`config.mk`:
```
export PLATFORM = sky130hd
export DESIGN_NAME = gcd_lcm_unit_flat
export DESIGN_NICKNAME = d
export VERILOG_FILES = /design/src/hdl/gcu_pkg.sv /design/src/hdl/gcu_if.sv /design/src/hdl/gcu_alu.sv /design/src/hdl/gcu_dp.sv /design/src/hdl/gcu_ctrl.sv /design/src/hdl/gcd_lcm_unit.sv /design/src/flat_wrapper.sv
export VERILOG_INCLUDE_DIRS = /design/src /design/src/hdl
export SDC_FILE = /design/constraint.sdc
export NUM_CORES = 1
export LEC_CHECK = 0
export BUFFER_PORTS_ARGS = -buffer_cell sky130_fd_sc_hd__buf_2
export CAP_MARGIN = 40
export CORE_UTILIZATION = 40
export CTS_BUF_LIST = sky130_fd_sc_hd__clkbuf_16
export DETAILED_ROUTE_END_ITERATION = 6
export PLACE_DENSITY_LB_ADDON = 0.12
export SLEW_MARGIN = 20
export SYNTH_ARGS = -nofsm -noshare
export SYNTH_HDL_FRONTEND = slang
export SYNTH_SLANG_ARGS = --single-unit
export TNS_END_PERCENT = 30
```
`constraint.sdc`:
```
create_clock -name i_clk -period 6.8 [get_ports i_clk]
set_input_delay 0 -clock i_clk [delete_from_list [all_inputs] [get_ports i_clk]]
set_output_delay 0 -clock i_clk [all_outputs]
set_load 0.01 [all_outputs]
```
`src/hdl/gcd_lcm_unit_defines.svh`:
```
// Assertion macros used by the top level of the divisor and multiple unit.
`ifndef GCD_LCM_UNIT_DEFINES_SVH
`define GCD_LCM_UNIT_DEFINES_SVH

// Same-cycle implication, checked only outside reset.
`define GCU_ASSERT_SAME(lbl, clk, rst_n, ante, cons, msg) \
    lbl: assert property (@(posedge clk) disable iff (!(rst_n)) (ante) |-> (cons)) \
        else $error(msg);

// Next-cycle implication, checked only outside reset.
`define GCU_ASSERT_NEXT(lbl, clk, rst_n, ante, cons, msg) \
    lbl: assert property (@(posedge clk) disable iff (!(rst_n)) (ante) |=> (cons)) \
        else $error(msg);

`endif

```
`src/hdl/gcu_pkg.sv`:
```
// Package with the types and constants of the divisor and multiple unit.
package gcu_pkg;

    localparam int GCU_OPERAND_WIDTH = 32;
    localparam int OPERAND_W         = 32;
    localparam int DIVISOR_W         = 32;
    localparam int MULTIPLE_W        = 64;

    typedef enum logic [3:0] {
        S_IDLE,
        S_TWOS,
        S_STRIP,
        S_GCD,
        S_SCALE,
        S_DIV,
        S_MULI,
        S_MUL,
        S_DONE
    } t_state;

    typedef enum logic [3:0] {
        OP_NONE,
        OP_LOAD,
        OP_HALVE_BOTH,
        OP_HALVE_A,
        OP_HALVE_B,
        OP_SWAP,
        OP_SUB,
        OP_SCALE,
        OP_DIV_INIT,
        OP_DIV_STEP,
        OP_MUL_INIT,
        OP_MUL_STEP,
        OP_PUBLISH
    } t_op;

    typedef enum logic [1:0] {
        ALU_CMP,
        ALU_DIV,
        ALU_MUL
    } t_alu_sel;

    typedef struct packed {
        t_op      op;
        t_alu_sel alu;
    } t_dp_ctrl;

    typedef struct packed {
        logic in_zero;
        logic a_odd;
        logic b_odd;
        logic b_lt_a;
        logic b_eq_a;
        logic k_zero;
    } t_dp_stat;

endpackage

```
`src/hdl/gcu_if.sv`:
```
// Handshake channels carrying operand words in and result words out.
interface gcu_in_if import gcu_pkg::*; ();
    logic                 valid;
    logic                 ready;
    logic [OPERAND_W-1:0] operand_a;
    logic [OPERAND_W-1:0] operand_b;

    modport source (output valid, output operand_a, output operand_b, input ready);
    modport sink   (input valid, input operand_a, input operand_b, output ready);
endinterface

interface gcu_out_if import gcu_pkg::*; ();
    logic                  valid;
    logic                  ready;
    logic [DIVISOR_W-1:0]  divisor;
    logic [MULTIPLE_W-1:0] multiple;
    logic                  operand_error;

    modport source (output valid, output divisor, output multiple, output operand_error,
                    input ready);
    modport sink   (input valid, input divisor, input multiple, input operand_error,
                    output ready);
endinterface

```
`src/hdl/gcu_alu.sv`:
```
// Shared adder and subtractor used by the comparison, division and product phases.
module gcu_alu import gcu_pkg::*; #(
    parameter int W = GCU_OPERAND_WIDTH
) (
    input  logic [W:0] i_x,
    input  logic [W:0] i_y,
    input  logic       i_sub,
    output logic [W:0] o_sum,
    output logic       o_carry
);

    logic [W+1:0] w_full;

    // Subtraction is x plus the inverted y plus one; carry set means no borrow.
    assign w_full  = {1'b0, i_x} + {1'b0, (i_y ^ {(W+1){i_sub}})} + (W+2)'(i_sub);
    assign o_sum   = w_full[W:0];
    assign o_carry = w_full[W+1];

endmodule

```
`src/hdl/gcu_dp.sv`:
```
// Datapath registers of the divisor and multiple unit around the shared adder.
module gcu_dp import gcu_pkg::*; #(
    parameter int W = GCU_OPERAND_WIDTH
) (
    input  logic                  i_clk,
    input  logic [OPERAND_W-1:0]  i_operand_a,
    input  logic [OPERAND_W-1:0]  i_operand_b,
    input  t_dp_ctrl              i_ctrl,
    output t_dp_stat              o_stat,
    output logic [DIVISOR_W-1:0]  o_divisor,
    output logic [MULTIPLE_W-1:0] o_multiple,
    output logic                  o_operand_error
);

    localparam int CW = $clog2(W);

    logic [W-1:0]  r_a, r_b, r_oa, r_ob, r_rem, r_q;
    logic [CW-1:0] r_k;
    logic          r_err;
    logic [DIVISOR_W-1:0]  r_div_o;
    logic [MULTIPLE_W-1:0] r_mul_o;
    logic                  r_err_o;

    logic [W:0] w_x, w_y, w_sum;
    logic       w_sub, w_carry;
    logic [W-1:0] w_in_a, w_in_b;

    assign w_in_a = i_operand_a[W-1:0];
    assign w_in_b = i_operand_b[W-1:0];

    always_comb begin
        w_x   = '0;
        w_y   = '0;
        w_sub = 1'b0;
        case (i_ctrl.alu)
            ALU_CMP: begin
                w_x   = {1'b0, r_b};
                w_y   = {1'b0, r_a};
                w_sub = 1'b1;
            end
            ALU_DIV: begin
                w_x   = {r_rem, r_q[W-1]};
                w_y   = {1'b0, r_a};
                w_sub = 1'b1;
            end
            ALU_MUL: begin
                w_x   = {1'b0, r_rem};
                w_y   = r_q[0] ? {1'b0, r_ob} : '0;
                w_sub = 1'b0;
            end
            default: begin
                w_x   = '0;
            end
        endcase
    end

    gcu_alu #(.W(W)) u_alu (
        .i_x     (w_x),
        .i_y     (w_y),
        .i_sub   (w_sub),
        .o_sum   (w_sum),
        .o_carry (w_carry)
    );

    assign o_stat.in_zero = (w_in_a == '0) || (w_in_b == '0);
    assign o_stat.a_odd   = r_a[0];
    assign o_stat.b_odd   = r_b[0];
    assign o_stat.b_lt_a  = !w_carry;
    assign o_stat.b_eq_a  = w_carry && (w_sum[W-1:0] == '0);
    assign o_stat.k_zero  = (r_k == '0);

    always_ff @(posedge i_clk) begin
        case (i_ctrl.op)
            OP_LOAD: begin
                r_a   <= w_in_a;
                r_b   <= w_in_b;
                r_oa  <= w_in_a;
                r_ob  <= w_in_b;
                r_k   <= '0;
                r_err <= (w_in_a == '0) || (w_in_b == '0);
            end
            OP_HALVE_BOTH: begin
                r_a <= r_a >> 1;
                r_b <= r_b >> 1;
                r_k <= r_k + 1'b1;
            end
            OP_HALVE_A: begin
                r_a <= r_a >> 1;
            end
            OP_HALVE_B: begin
                r_b <= r_b >> 1;
            end
            OP_SWAP: begin
                r_a <= r_b;
                r_b <= r_a;
            end
            OP_SUB: begin
                r_b <= w_sum[W-1:0];
            end
            OP_SCALE: begin
                r_a <= r_a << 1;
                r_k <= r_k - 1'b1;
            end
            OP_DIV_INIT: begin
                r_rem <= '0;
                r_q   <= r_oa;
            end
            OP_DIV_STEP: begin
                // Restoring division: keep the difference only when nothing was borrowed.
                r_rem <= w_carry ? w_sum[W-1:0] : w_x[W-1:0];
                r_q   <= {r_q[W-2:0], w_carry};
            end
            OP_MUL_INIT: begin
                r_rem <= '0;
            end
            OP_MUL_STEP: begin
                r_rem <= w_sum[W:1];
                r_q   <= {w_sum[0], r_q[W-1:1]};
            end
            OP_PUBLISH: begin
                r_div_o <= r_err ? '0 : DIVISOR_W'(r_a);
                r_mul_o <= r_err ? '0 : MULTIPLE_W'({r_rem, r_q});
                r_err_o <= r_err;
            end
            default: begin
                r_k <= r_k;
            end
        endcase
    end

    assign o_divisor       = r_div_o;
    assign o_multiple      = r_mul_o;
    assign o_operand_error = r_err_o;

endmodule

```
`src/hdl/gcu_ctrl.sv`:
```
// Sequencer that steps the datapath through divisor, division and product phases.
module gcu_ctrl import gcu_pkg::*; #(
    parameter int W = GCU_OPERAND_WIDTH
) (
    input  logic     i_clk,
    input  logic     i_rst_n,
    input  logic     i_in_valid,
    output logic     o_in_ready,
    input  logic     i_out_ready,
    output logic     o_out_valid,
    input  t_dp_stat i_stat,
    output t_dp_ctrl o_ctrl,
    output t_state   o_state
);

    localparam int            CW   = $clog2(W);
    localparam logic [CW-1:0] LAST = CW'(W - 1);

    t_state        r_state, n_state;
    logic [CW-1:0] r_cnt;
    logic          r_out_valid;
    logic          w_last, w_free;

    assign w_last = (r_cnt == LAST);
    assign w_free = !r_out_valid || i_out_ready;

    // Next state.
    always_comb begin
        n_state = r_state;
        case (r_state)
            S_IDLE:  if (i_in_valid) begin
                         n_state = i_stat.in_zero ? S_DONE : S_TWOS;
                     end
            S_TWOS:  if (i_stat.a_odd || i_stat.b_odd) begin
                         n_state = S_STRIP;
                     end
            S_STRIP: if (i_stat.a_odd) begin
                         n_state = S_GCD;
                     end
            S_GCD:   if (i_stat.b_odd && !i_stat.b_lt_a && i_stat.b_eq_a) begin
                         n_state = S_SCALE;
                     end
            S_SCALE: if (i_stat.k_zero) begin
                         n_state = S_DIV;
                     end
            S_DIV:   if (w_last) begin
                         n_state = S_MULI;
                     end
            S_MULI:  n_state = S_MUL;
            S_MUL:   if (w_last) begin
                         n_state = S_DONE;
                     end
            S_DONE:  if (w_free) begin
                         n_state = S_IDLE;
                     end
            default: n_state = S_IDLE;
        endcase
    end

    // Outputs.
    always_comb begin
        o_ctrl.op  = OP_NONE;
        o_ctrl.alu = ALU_CMP;
        o_in_ready = 1'b0;
        case (r_state)
            S_IDLE: begin
                o_in_ready = 1'b1;
                if (i_in_valid) begin
                    o_ctrl.op = OP_LOAD;
                end
            end
            S_TWOS: begin
                if (!i_stat.a_odd && !i_stat.b_odd) begin
                    o_ctrl.op = OP_HALVE_BOTH;
                end
            end
            S_STRIP: begin
                if (!i_stat.a_odd) begin
                    o_ctrl.op = OP_HALVE_A;
                end
            end
            S_GCD: begin
                if (!i_stat.b_odd) begin
                    o_ctrl.op = OP_HALVE_B;
                end else if (i_stat.b_lt_a) begin
                    o_ctrl.op = OP_SWAP;
                end else if (!i_stat.b_eq_a) begin
                    o_ctrl.op = OP_SUB;
                end
            end
            S_SCALE: begin
                o_ctrl.op = i_stat.k_zero ? OP_DIV_INIT : OP_SCALE;
            end
            S_DIV: begin
                o_ctrl.op  = OP_DIV_STEP;
                o_ctrl.alu = ALU_DIV;
            end
            S_MULI: begin
                o_ctrl.op = OP_MUL_INIT;
            end
            S_MUL: begin
                o_ctrl.op  = OP_MUL_STEP;
                o_ctrl.alu = ALU_MUL;
            end
            S_DONE: begin
                if (w_free) begin
                    o_ctrl.op = OP_PUBLISH;
                end
            end
            default: begin
                o_ctrl.op = OP_NONE;
            end
        endcase
    end

    always_ff @(posedge i_clk) begin
        if (!i_rst_n) begin
            r_state     <= S_IDLE;
            r_cnt       <= '0;
            r_out_valid <= 1'b0;
        end else begin
            r_state <= n_state;
            if (o_ctrl.op == OP_DIV_INIT || o_ctrl.op == OP_MUL_INIT) begin
                r_cnt <= '0;
            end else if (o_ctrl.op == OP_DIV_STEP || o_ctrl.op == OP_MUL_STEP) begin
                r_cnt <= r_cnt + 1'b1;
            end
            if (o_ctrl.op == OP_PUBLISH) begin
                r_out_valid <= 1'b1;
            end else if (i_out_ready) begin
                r_out_valid <= 1'b0;
            end
        end
    end

    assign o_out_valid = r_out_valid;
    assign o_state     = r_state;

endmodule

```
`src/hdl/gcd_lcm_unit.sv`:
```
// Top level of the greatest common divisor and least common multiple unit.
//
//  Channel  Direction  Contents of one word
//  i_in     in         operand_a (32), operand_b (32)
//  o_out    out        divisor (32), multiple (64), operand_error (1)
//
// The time one word takes depends on the operands; the comparisons, subtractions and
// the division and product steps go through one shared adder, once a cycle.
// The divisor is found by the binary method, then a/divisor is formed one quotient bit
// a cycle and multiplied by b one bit a cycle.
// A zero operand skips straight to the result.
// Reset is synchronous, active low; it clears the sequencer and the result valid flag.
// A finished result waits in the output register while the next word is accepted.
`include "gcd_lcm_unit_defines.svh"

module gcd_lcm_unit import gcu_pkg::*; #(
    parameter int OPERAND_WIDTH = GCU_OPERAND_WIDTH
) (
    input  logic       i_clk,
    input  logic       i_rst_n,
    gcu_in_if.sink     i_in,
    gcu_out_if.source  o_out
);

    t_dp_ctrl w_ctrl;
    t_dp_stat w_stat;
    t_state   w_state;
    logic     w_in_ready;
    logic     w_out_valid;

    // The sequencer decides each cycle which datapath operation runs and how the
    // shared adder's operands are selected.
    gcu_ctrl #(.W(OPERAND_WIDTH)) u_ctrl (
        .i_clk       (i_clk),
        .i_rst_n     (i_rst_n),
        .i_in_valid  (i_in.valid),
        .o_in_ready  (w_in_ready),
        .i_out_ready (o_out.ready),
        .o_out_valid (w_out_valid),
        .i_stat      (w_stat),
        .o_ctrl      (w_ctrl),
        .o_state     (w_state)
    );

    // The datapath holds the working operands, the originals, the count of shared
    // factors of two and the output register.
    gcu_dp #(.W(OPERAND_WIDTH)) u_dp (
        .i_clk           (i_clk),
        .i_operand_a     (i_in.operand_a),
        .i_operand_b     (i_in.operand_b),
        .i_ctrl          (w_ctrl),
        .o_stat          (w_stat),
        .o_divisor       (o_out.divisor),
        .o_multiple      (o_out.multiple),
        .o_operand_error (o_out.operand_error)
    );

    assign i_in.ready  = w_in_ready;
    assign o_out.valid = w_out_valid;

    // A word with a zero operand goes straight to the result stage.
    `GCU_ASSERT_NEXT(a_zero_to_done, i_clk, i_rst_n,
        i_in.valid && i_in.ready && (i_in.operand_a[OPERAND_WIDTH-1:0] == '0 ||
        i_in.operand_b[OPERAND_WIDTH-1:0] == '0),
        w_state == S_DONE, "zero operand did not go straight to the result")

    // The output register is only overwritten once its word has gone.
    `GCU_ASSERT_SAME(a_publish_free, i_clk, i_rst_n, w_ctrl.op == OP_PUBLISH,
        !o_out.valid || o_out.ready, "result overwritten before it was taken")

    // An error result carries zeros.
    `GCU_ASSERT_SAME(a_error_zero, i_clk, i_rst_n, o_out.valid && o_out.operand_error,
        o_out.divisor == '0 && o_out.multiple == '0, "error result is not zero")

    // A valid result always has a non-zero divisor and multiple.
    `GCU_ASSERT_SAME(a_result_nonzero, i_clk, i_rst_n, o_out.valid && !o_out.operand_error,
        o_out.divisor != '0 && o_out.multiple != '0, "valid result has a zero field")

endmodule

```
`src/flat_wrapper.sv`:
```
// flat-port wrapper written by rule: the top's interface ports become plain ports
module gcd_lcm_unit_flat import gcu_pkg::*;
#(
    parameter int OPERAND_WIDTH = GCU_OPERAND_WIDTH
)
  (i_clk, i_rst_n, i_in_valid, i_in_operand_a, i_in_operand_b, i_in_ready, o_out_valid, o_out_divisor, o_out_multiple, o_out_operand_error, o_out_ready);
  gcu_in_if i_in_i ();
  gcu_out_if o_out_i ();
  input  logic i_clk;
  input  logic i_rst_n;
  input wire logic [$bits(i_in_i.valid)-1:0] i_in_valid;
  input wire logic [$bits(i_in_i.operand_a)-1:0] i_in_operand_a;
  input wire logic [$bits(i_in_i.operand_b)-1:0] i_in_operand_b;
  output wire logic [$bits(i_in_i.ready)-1:0] i_in_ready;
  output wire logic [$bits(o_out_i.valid)-1:0] o_out_valid;
  output wire logic [$bits(o_out_i.divisor)-1:0] o_out_divisor;
  output wire logic [$bits(o_out_i.multiple)-1:0] o_out_multiple;
  output wire logic [$bits(o_out_i.operand_error)-1:0] o_out_operand_error;
  input wire logic [$bits(o_out_i.ready)-1:0] o_out_ready;
  assign i_in_i.valid = i_in_valid;
  assign i_in_i.operand_a = i_in_operand_a;
  assign i_in_i.operand_b = i_in_operand_b;
  assign i_in_ready = i_in_i.ready;
  assign o_out_valid = o_out_i.valid;
  assign o_out_divisor = o_out_i.divisor;
  assign o_out_multiple = o_out_i.multiple;
  assign o_out_operand_error = o_out_i.operand_error;
  assign o_out_i.ready = o_out_ready;
  gcd_lcm_unit #(.OPERAND_WIDTH(OPERAND_WIDTH)) u_core (.i_clk(i_clk), .i_rst_n(i_rst_n), .i_in(i_in_i), .o_out(o_out_i));
endmodule
```
==> impl_metrics.toml, run 1 <==
[outcome]
status = "finished clean"

[finish]
num_antenna_cells = 0
drive_gt1_share_pct = 17.20
area_delta_synth_final_pct = 19.11
nNetsFinal = 1970
final_cells = 2466
fillCellCount = 3987

[clock_tree]
cts_setup_buffers = 0
clk_latency_ns = 0.55
cts-htree-levels = 2
clock_sinks = 305
clockBufferDepth = 3
cts_tree = "built"
root_buffer = "clkbuf_16"
cts_buffers = 36
clk_pin_slew_worst_paths_ns = 0.06

[die]
die_w_um = 210.4
ios = 167
core_area_sq_um = 42420
dieArea_sq_um = 44270
rows = 75
dieHeight_um = 210.4
start_util_pct = 40.96

[worst_setup_path]
endpoint = "u_core.u_dp.r_b[4]"
path_max_fanout = 68
r2r_setup_slack_ns = 1.22
reg2reg_to = "u_core.u_dp.r_b[4]"
regToRegStartpoint = "u_core.u_ctrl.o_state[0]"
crit_type = "flop to flop"
end_kind = "flop"
crit_required_ns = 7.08
startpoint = "u_core.u_ctrl.o_state[0]"
r2r_cells = 15
arrival_ns = 5.86
start_kind = "flop"

[detailed_routing]
ant_nets = 0
vias = 14411
routed_wl_um = 58300
viasPerCell = 5.844
drt_iter0_drc = 1678
drc = 0
dr.pass1.iters = 5
routedWlPerCell_um = 23.64

[yosys]
syn_area_per_cell_sq_um = 10.41
synth_fp_nets = 1776
synth-seq-cells = 305
synthTopCellsByArea = "edfxtp_1 51%, nor2b_1 3.7%, mux2i_1 3.7%"
synth_top_cell_area_share_pct = 50.99
yosysWarnings = 0
async_flop_share_pct = 0
syn_area_sq_um = 17370
synthCells = 1669
synth-seq-area-share_pct = 52.14
netlist.top_cell.by_area = "edfxtp_1"
synth_cell_types = 86
synthFlopType = "edfxtp_1"
synth_edf_count = 295

[placement]
placedCellCount = 2334
port_buffers = 166
place.gp.congestion = 0.9111
dp_hpwl_um = 41380

[timing]
tightest_slew_ns = 0.8354
fin_crit_ns = 5.584
fin_crit_sh_pct = 82.12
setup_viol = 0
slew_viol_final = 0
whs_ns = 0.1543
tns_ns = 0
fin_skew_ns = 0.03011
relSlewSlack_pct = 43.53
rsz0062_at_grt = "no"
finalHoldViolCount = 0
fmax_ghz = 0.1791

[power_and_ir_drop]
power.density_nw_per_um2 = 516.0
peakVddDrop_v = 0.0002544
cellLeakagePower_uw = 0.007651

[grt]
gr-total-overflow = 0
track_usage_pct = 25.91
grt_pass1_vias = 13620
grt_max_degree = 98
grt_pass1_wl_um = 86190
antenna_found_initial = 0

[job]
drv_cap = 0

[worst_hold_path]
hp-class = "input pin to flop"
==> cell usage after synthesis (all sizes together) (12+ instances only) <==
| master | instances |
|---|---|
| a2111oi | 23 |
| a21o | 13 |
| a21oi | 103 |
| a22oi | 49 |
| a31oi | 30 |
| and2 | 28 |
| and3 | 30 |
| buf | 44 |
| clkbuf | 72 |
| edfxtp | 295 |
| ha | 37 |
| inv | 39 |
| mux2i | 64 |
| nand2 | 145 |
| nand3 | 59 |
| nand4 | 18 |
| nor2 | 134 |
| nor2b | 104 |
| nor4 | 20 |
| o21a | 12 |
| o21ai | 133 |
| o22ai | 31 |
| or2 | 15 |
| xnor2 | 14 |
| xor2 | 12 |
==> logic make-up after synthesis <==
| kind of cell | synth area share [%] |
|---|---|
| simple gates | 17.63 |
| compound gates | 18.37 |
| flops | 52.14 |
| buf+inv | 3.795 |
| mux | 3.817 |
| fa+ha+maj | 2.895 |
| xor+xnor | 1.354 |
==> critical path, cell delays in order, from the launching register on <==
cell and delay (ns):
dfxtp_1 0.67, and4b_2 0.37, buf_12 0.28, o21ai_0 0.20
ha_1 0.53, a21oi_1 0.16, o211a_1 0.30, o21ai_2 0.25
nor3b_2 0.39, mux2_2 0.38, nand4_1 0.30, nand3_1 0.15
nand4b_1 0.37, o21ai_4 0.23, nand3_1 0.36, buf_12 0.32
==> registers in the layout, summed over array words and instances (netlist names) <==
| signal | count |
|---|---|
| u_core.u_dp.o_operand_error | 1 |
| u_core.u_ctrl.r_cnt | 5 |
| u_core.u_ctrl.o_out_valid | 1 |
| u_core.u_dp.r_k | 5 |
| u_core.u_dp.r_a | 32 |
| u_core.u_dp.r_q | 32 |
| u_core.u_dp.r_ob | 32 |
| u_core.u_dp.r_err | 1 |
| u_core.u_ctrl.o_state | 4 |
| u_core.u_dp.r_oa | 32 |
| u_core.u_dp.o_multiple | 64 |
| u_core.u_dp.r_b | 32 |
| u_core.u_dp.r_rem | 32 |
| u_core.u_dp.o_divisor | 32 |
==> power breakdown <==
group	internal (uW)	switching, uW	total [uW]
registers	2680	484	3160
clock network	1120	802	1920
logic	1980	3610	5590
total	5780	4900	10700
==> metal layers <==
metal / vias to the layer above / part of all wire [%] / GRT usage, %
li1: 6671 / - / -
met1: 7005 / 45 / 36.98
met2: 644 / 45 / 40.55
met3: 91 / 7.4 / 4.097
met4: 0 / 2.7 / 7.621
met5: - / 0 / 0
==> metrics by stage <==
step	total power (uW)	setup slack, ns	cell area (sq um)	utilization, %
2_1_floorplan	6748	0.7818	17370	-
3_3_place_gp	8582	1.208	18770	44.26
3_5_place_dp	8601	1.377	18860	44.46
4_1_cts	10580	1.344	20670	48.74
5_1_grt	11280	0.9940	20690	48.79
6_report	10680	1.216	20690	48.79
==> worst min-delay path by stage <==
stage	from	slack [ns]	depth (start not counted)	endpoint
final	i_in_valid	0.15	4	u_core.u_ctrl.o_state[0]
after global routing	i_in_valid	0.17	3	u_core.u_dp.r_k[4]
after CTS	i_in_valid	0.12	4	u_core.u_ctrl.o_state[0]
after detailed placement	i_in_operand_b[12]	0.21	1	u_core.u_dp.r_ob[12]
after global placement	i_in_operand_b[3]	0.21	1	u_core.u_dp.r_ob[3]
after floorplan	i_in_operand_a[0]	0.1	0	u_core.u_dp.r_oa[0]
==> what timing repair did <==
item	in CTS	in global routing
hold buffers	67	0
resized for setup	0	0
endpoints found under the hold margin	100	0
==> final cells by class <==
cell class                 instances  area, sq um  share of cell area, %
sequential                       305         9062                  43.79
tap                              577        721.9                  3.489
clock buffer                      36        900.9                  4.353
clock inverter                    28        245.2                  1.185
multi-input combinational       1209         7707                  37.25
timing repair buffer             272         1909                  9.227
inverter                          39        146.4                 0.7074
==> placed cells by master (no fill, tap or decap), drive strengths merged, types with 14 or more instances in the layout <==
master         n
buf          205
xnor2         14
nand4         18
a22oi         49
clkbuf        36
inv           44
ha            37
a31oi         30
o22ai         31
nand2        145
nand3         59
and3          30
nor4          20
o21ai        133
and2          28
clkinv        18
dlygate4sd3   67
a21oi        103
mux2i         64
nor2         134
nor2b        104
a2111oi       23
or2           15
edfxtp       295
No activity file was read; power rests on OpenSTA's default activity.
==> inputs of run 2 (changes only) <==
--- a/config.mk
+++ b/config.mk
@@ -6,6 +6,7 @@
 export SDC_FILE = /design/constraint.sdc
 export NUM_CORES = 1
 export LEC_CHECK = 0
+export ABC_AREA = 1
 export BUFFER_PORTS_ARGS = -buffer_cell sky130_fd_sc_hd__buf_2
 export CAP_MARGIN = 40
 export CORE_UTILIZATION = 40
==> constraint.sdc (replaced) <==
create_clock -name i_clk -period 5.69 [get_ports i_clk]
set_input_delay 0 -clock i_clk [delete_from_list [all_inputs] [get_ports i_clk]]
set_output_delay 0 -clock i_clk [all_outputs]
set_load 0.01 [all_outputs]
==> run 2 against run 1 <==
  * Utilization rose by 0.13 points
  * Critical endpoint is now u_core.u_dp.r_b[0]
  * Clock power rose by 12%
  * Largest power group unchanged
  * Clock skew fell by 0.0044 ns
  * Critical path type unchanged
  * Die area fell by 5.6%
==> impl_metrics.toml, run 2 <==
[yosys]
synth_top_cell_area_share_pct = 54.03
synthCells = 1757
yosysMostFrequentCell = "nand2_1"
netlist.top_cell.by_area = "edfxtp_1"
synth_commonest_cells = "339 x nand2_1, 295 x edfxtp_1, 219 x inv_1"
synth_edf_count = 295
async_flop_share_pct = 0
syn_area_per_cell_sq_um = 9.332
syn_area_sq_um = 16400
yosysWarnings = 0
synthFlopType = "edfxtp_1"
synth_fp_nets = 1864
synth-seq-area-share_pct = 55.25
synth-seq-cells = 305
synth_cell_types = 52
synthTopCellsByArea = "edfxtp_1 54%, nand2_1 7.8%, inv_1 5.0%"

[outcome]
status = "finished clean"

[finish]
fillCellCount = 3790
largest_reg_flops = 64
drive_gt1_share_pct = 15.36
nNetsFinal = 2087
layout_commonest_cell = "nand2_1"
area_delta_synth_final_pct = 19.63
num_antenna_cells = 0
layout_common_cells = "337 x nand2_1, 295 x edfxtp_1, 225 x inv_1"

[timing]
fin_crit_sh_pct = 92.66
setup_viol = 0
relSlewSlack_pct = 48.60
tns_ns = 0
rsz0062_at_grt = "no"
fmax_ghz = 0.1897
finalHoldViolCount = 0
slew_viol_final = 0
fin_skew_ns = 0.02570
tightest_slew_ns = 0.7711
fin_crit_ns = 5.272
worst_slack_ns = 0.4176

[placement]
place.gp.congestion = 0.9621
dpl_worst_slack_ns = 0.4498
port_buffers = 166
dp_hpwl_um = 41470

[power_and_ir_drop]
swShare_pct = 48.10
power.density_nw_per_um2 = 668.6
comb_power_share_pct = 53.6
pwr-share-seq_pct = 30.0
p_int_uw = 6807
cellLeakagePower_uw = 0.008148
pwr-share-clk_pct = 16.4
switchingPower_uw = 6309
peakVddDrop_v = 0.0003867

[die]
dieArea_sq_um = 41810
rows = 73
die_w_um = 204.5
start_util_pct = 40.89
ios = 167
dieHeight_um = 204.5
core_area_sq_um = 40100

[worst_setup_path]
crit_path_max_incr_delay_ns = 0.44
slowest_stage = "buf_4"
cp_top_family = "simple AND/OR/NAND/NOR gates"
path_max_fanout = 36
start_kind = "flop"
end_kind = "flop"
crit_type = "flop to flop"
r2r_cells = 26
crit_required_ns = 5.98
worst-path-stages = 26
arrival_ns = 5.56
worst-path-buf-inv = 4
critPathMostFrequentCell = "nand2_1"

[grt]
grt_pass1_vias = 13611
track_usage_pct = 27.15
grtUsageMet2_pct = 40.18
grt_pass1_wl_um = 84830
gr-total-overflow = 0
met1_usage_pct = 40.49
grt_max_degree = 65
grt_use_met3_pct = 4.640
grt.busiest_layer = "met1"
antenna_found_initial = 0

[detailed_routing]
routed_wl_um = 56520
vias = 14226
ant_nets = 0
drt_iter0_drc = 1420
routedWlPerCell_um = 22.34
drc = 0
dr.pass1.iters = 5
viasPerCell = 5.623

[clock_tree]
cts_tree = "built"
root_buffer = "clkbuf_16"
cts-htree-levels = 2
clock_sinks = 305
clk_pin_slew_worst_paths_ns = 0.06
clk_latency_ns = 0.55
clockBufferDepth = 3
cts_resized = 0
cts_buffers = 36

[worst_hold_path]
hold_depth = 2
hp-class = "input pin to flop"

[job]
drv_cap = 0
-- run 2: cell families (layout without fill, tap and decap cells) --
family | after synthesis | count (layout) | share of synthesized area (%)
buffers and inverters | 311 | 558 | 7.356
AND/OR/NAND/NOR | 732 | 733 | 19.44
adder cells (fa/ha/maj) | 39 | 39 | 3.068
flip-flops | 305 | 305 | 55.25
AO/OA/AOI/OAI | 352 | 352 | 13.83
XOR/XNOR | 18 | 18 | 1.053
-- run 2: repair_timing --
item	4_1_cts	5_1_grt
hold buffers	66	0
hold endpoints to repair	138	0
endpoints found under the setup margin	0	9
setup buffers	0	0
-- run 2: layout make-up --
class / instances / area [sq um] / share of cell area, %
Clock inverter: 26 / 140.1 / 0.7144
Clock buffer: 37 / 925.9 / 4.720
Sequential cell: 305 / 9059 / 46.18
Tap cell: 525 / 656.9 / 3.349
Multi-Input combinational cell: 1142 / 6181 / 31.51
Timing Repair Buffer: 268 / 1802 / 9.185
Inverter: 227 / 852.1 / 4.344
-- run 2: metrics by stage --
step | power, uW | utilization (%) | area [sq um] | hold WS (ns) | instances
after floorplan | 8360 | - | 16400 | 0.09887 | 1757
after global placement | 10790 | 44.49 | 17840 | 0.2170 | 2398
after detailed placement | 10800 | 44.53 | 17860 | 0.2166 | 2399
after CTS | 13030 | 48.84 | 19580 | 0.1824 | 2528
after global routing | 14040 | 48.92 | 19620 | 0.2161 | 2530
final | 13120 | 48.92 | 19620 | 0.2124 | 2530
-- run 2: power groups by stage --
stage	Sequential [uW]	Clock [uW]	Combinational [uW]
floorplan	3860	0	4500
global placement	3950	0	6840
detailed placement	3940	0	6850
CTS	3910	2200	6920
global route	3980	2270	7790
finish	3930	2150	7030
-- run 2: path summary, 6_finish.rpt --
check	start	slack (ns)	to
setup / recovery	u_core.u_ctrl.o_state[0]	0.42	u_core.u_dp.r_b[0]
hold / removal	i_in_operand_b[9]	0.21	u_core.u_dp.r_ob[9]
setup reg to reg	u_core.u_ctrl.o_state[0]	0.42	u_core.u_dp.r_b[0]
hold reg to reg	u_core.u_ctrl.r_cnt[4]	0.48	u_core.u_ctrl.r_cnt[4]
-- run 2: layer usage --
layer,vias to the layer above,wire length (um)
li1,6628,-
met1,6837,25680
met2,687,24430
met3,74,5077
met4,0,1336
met5,-,0
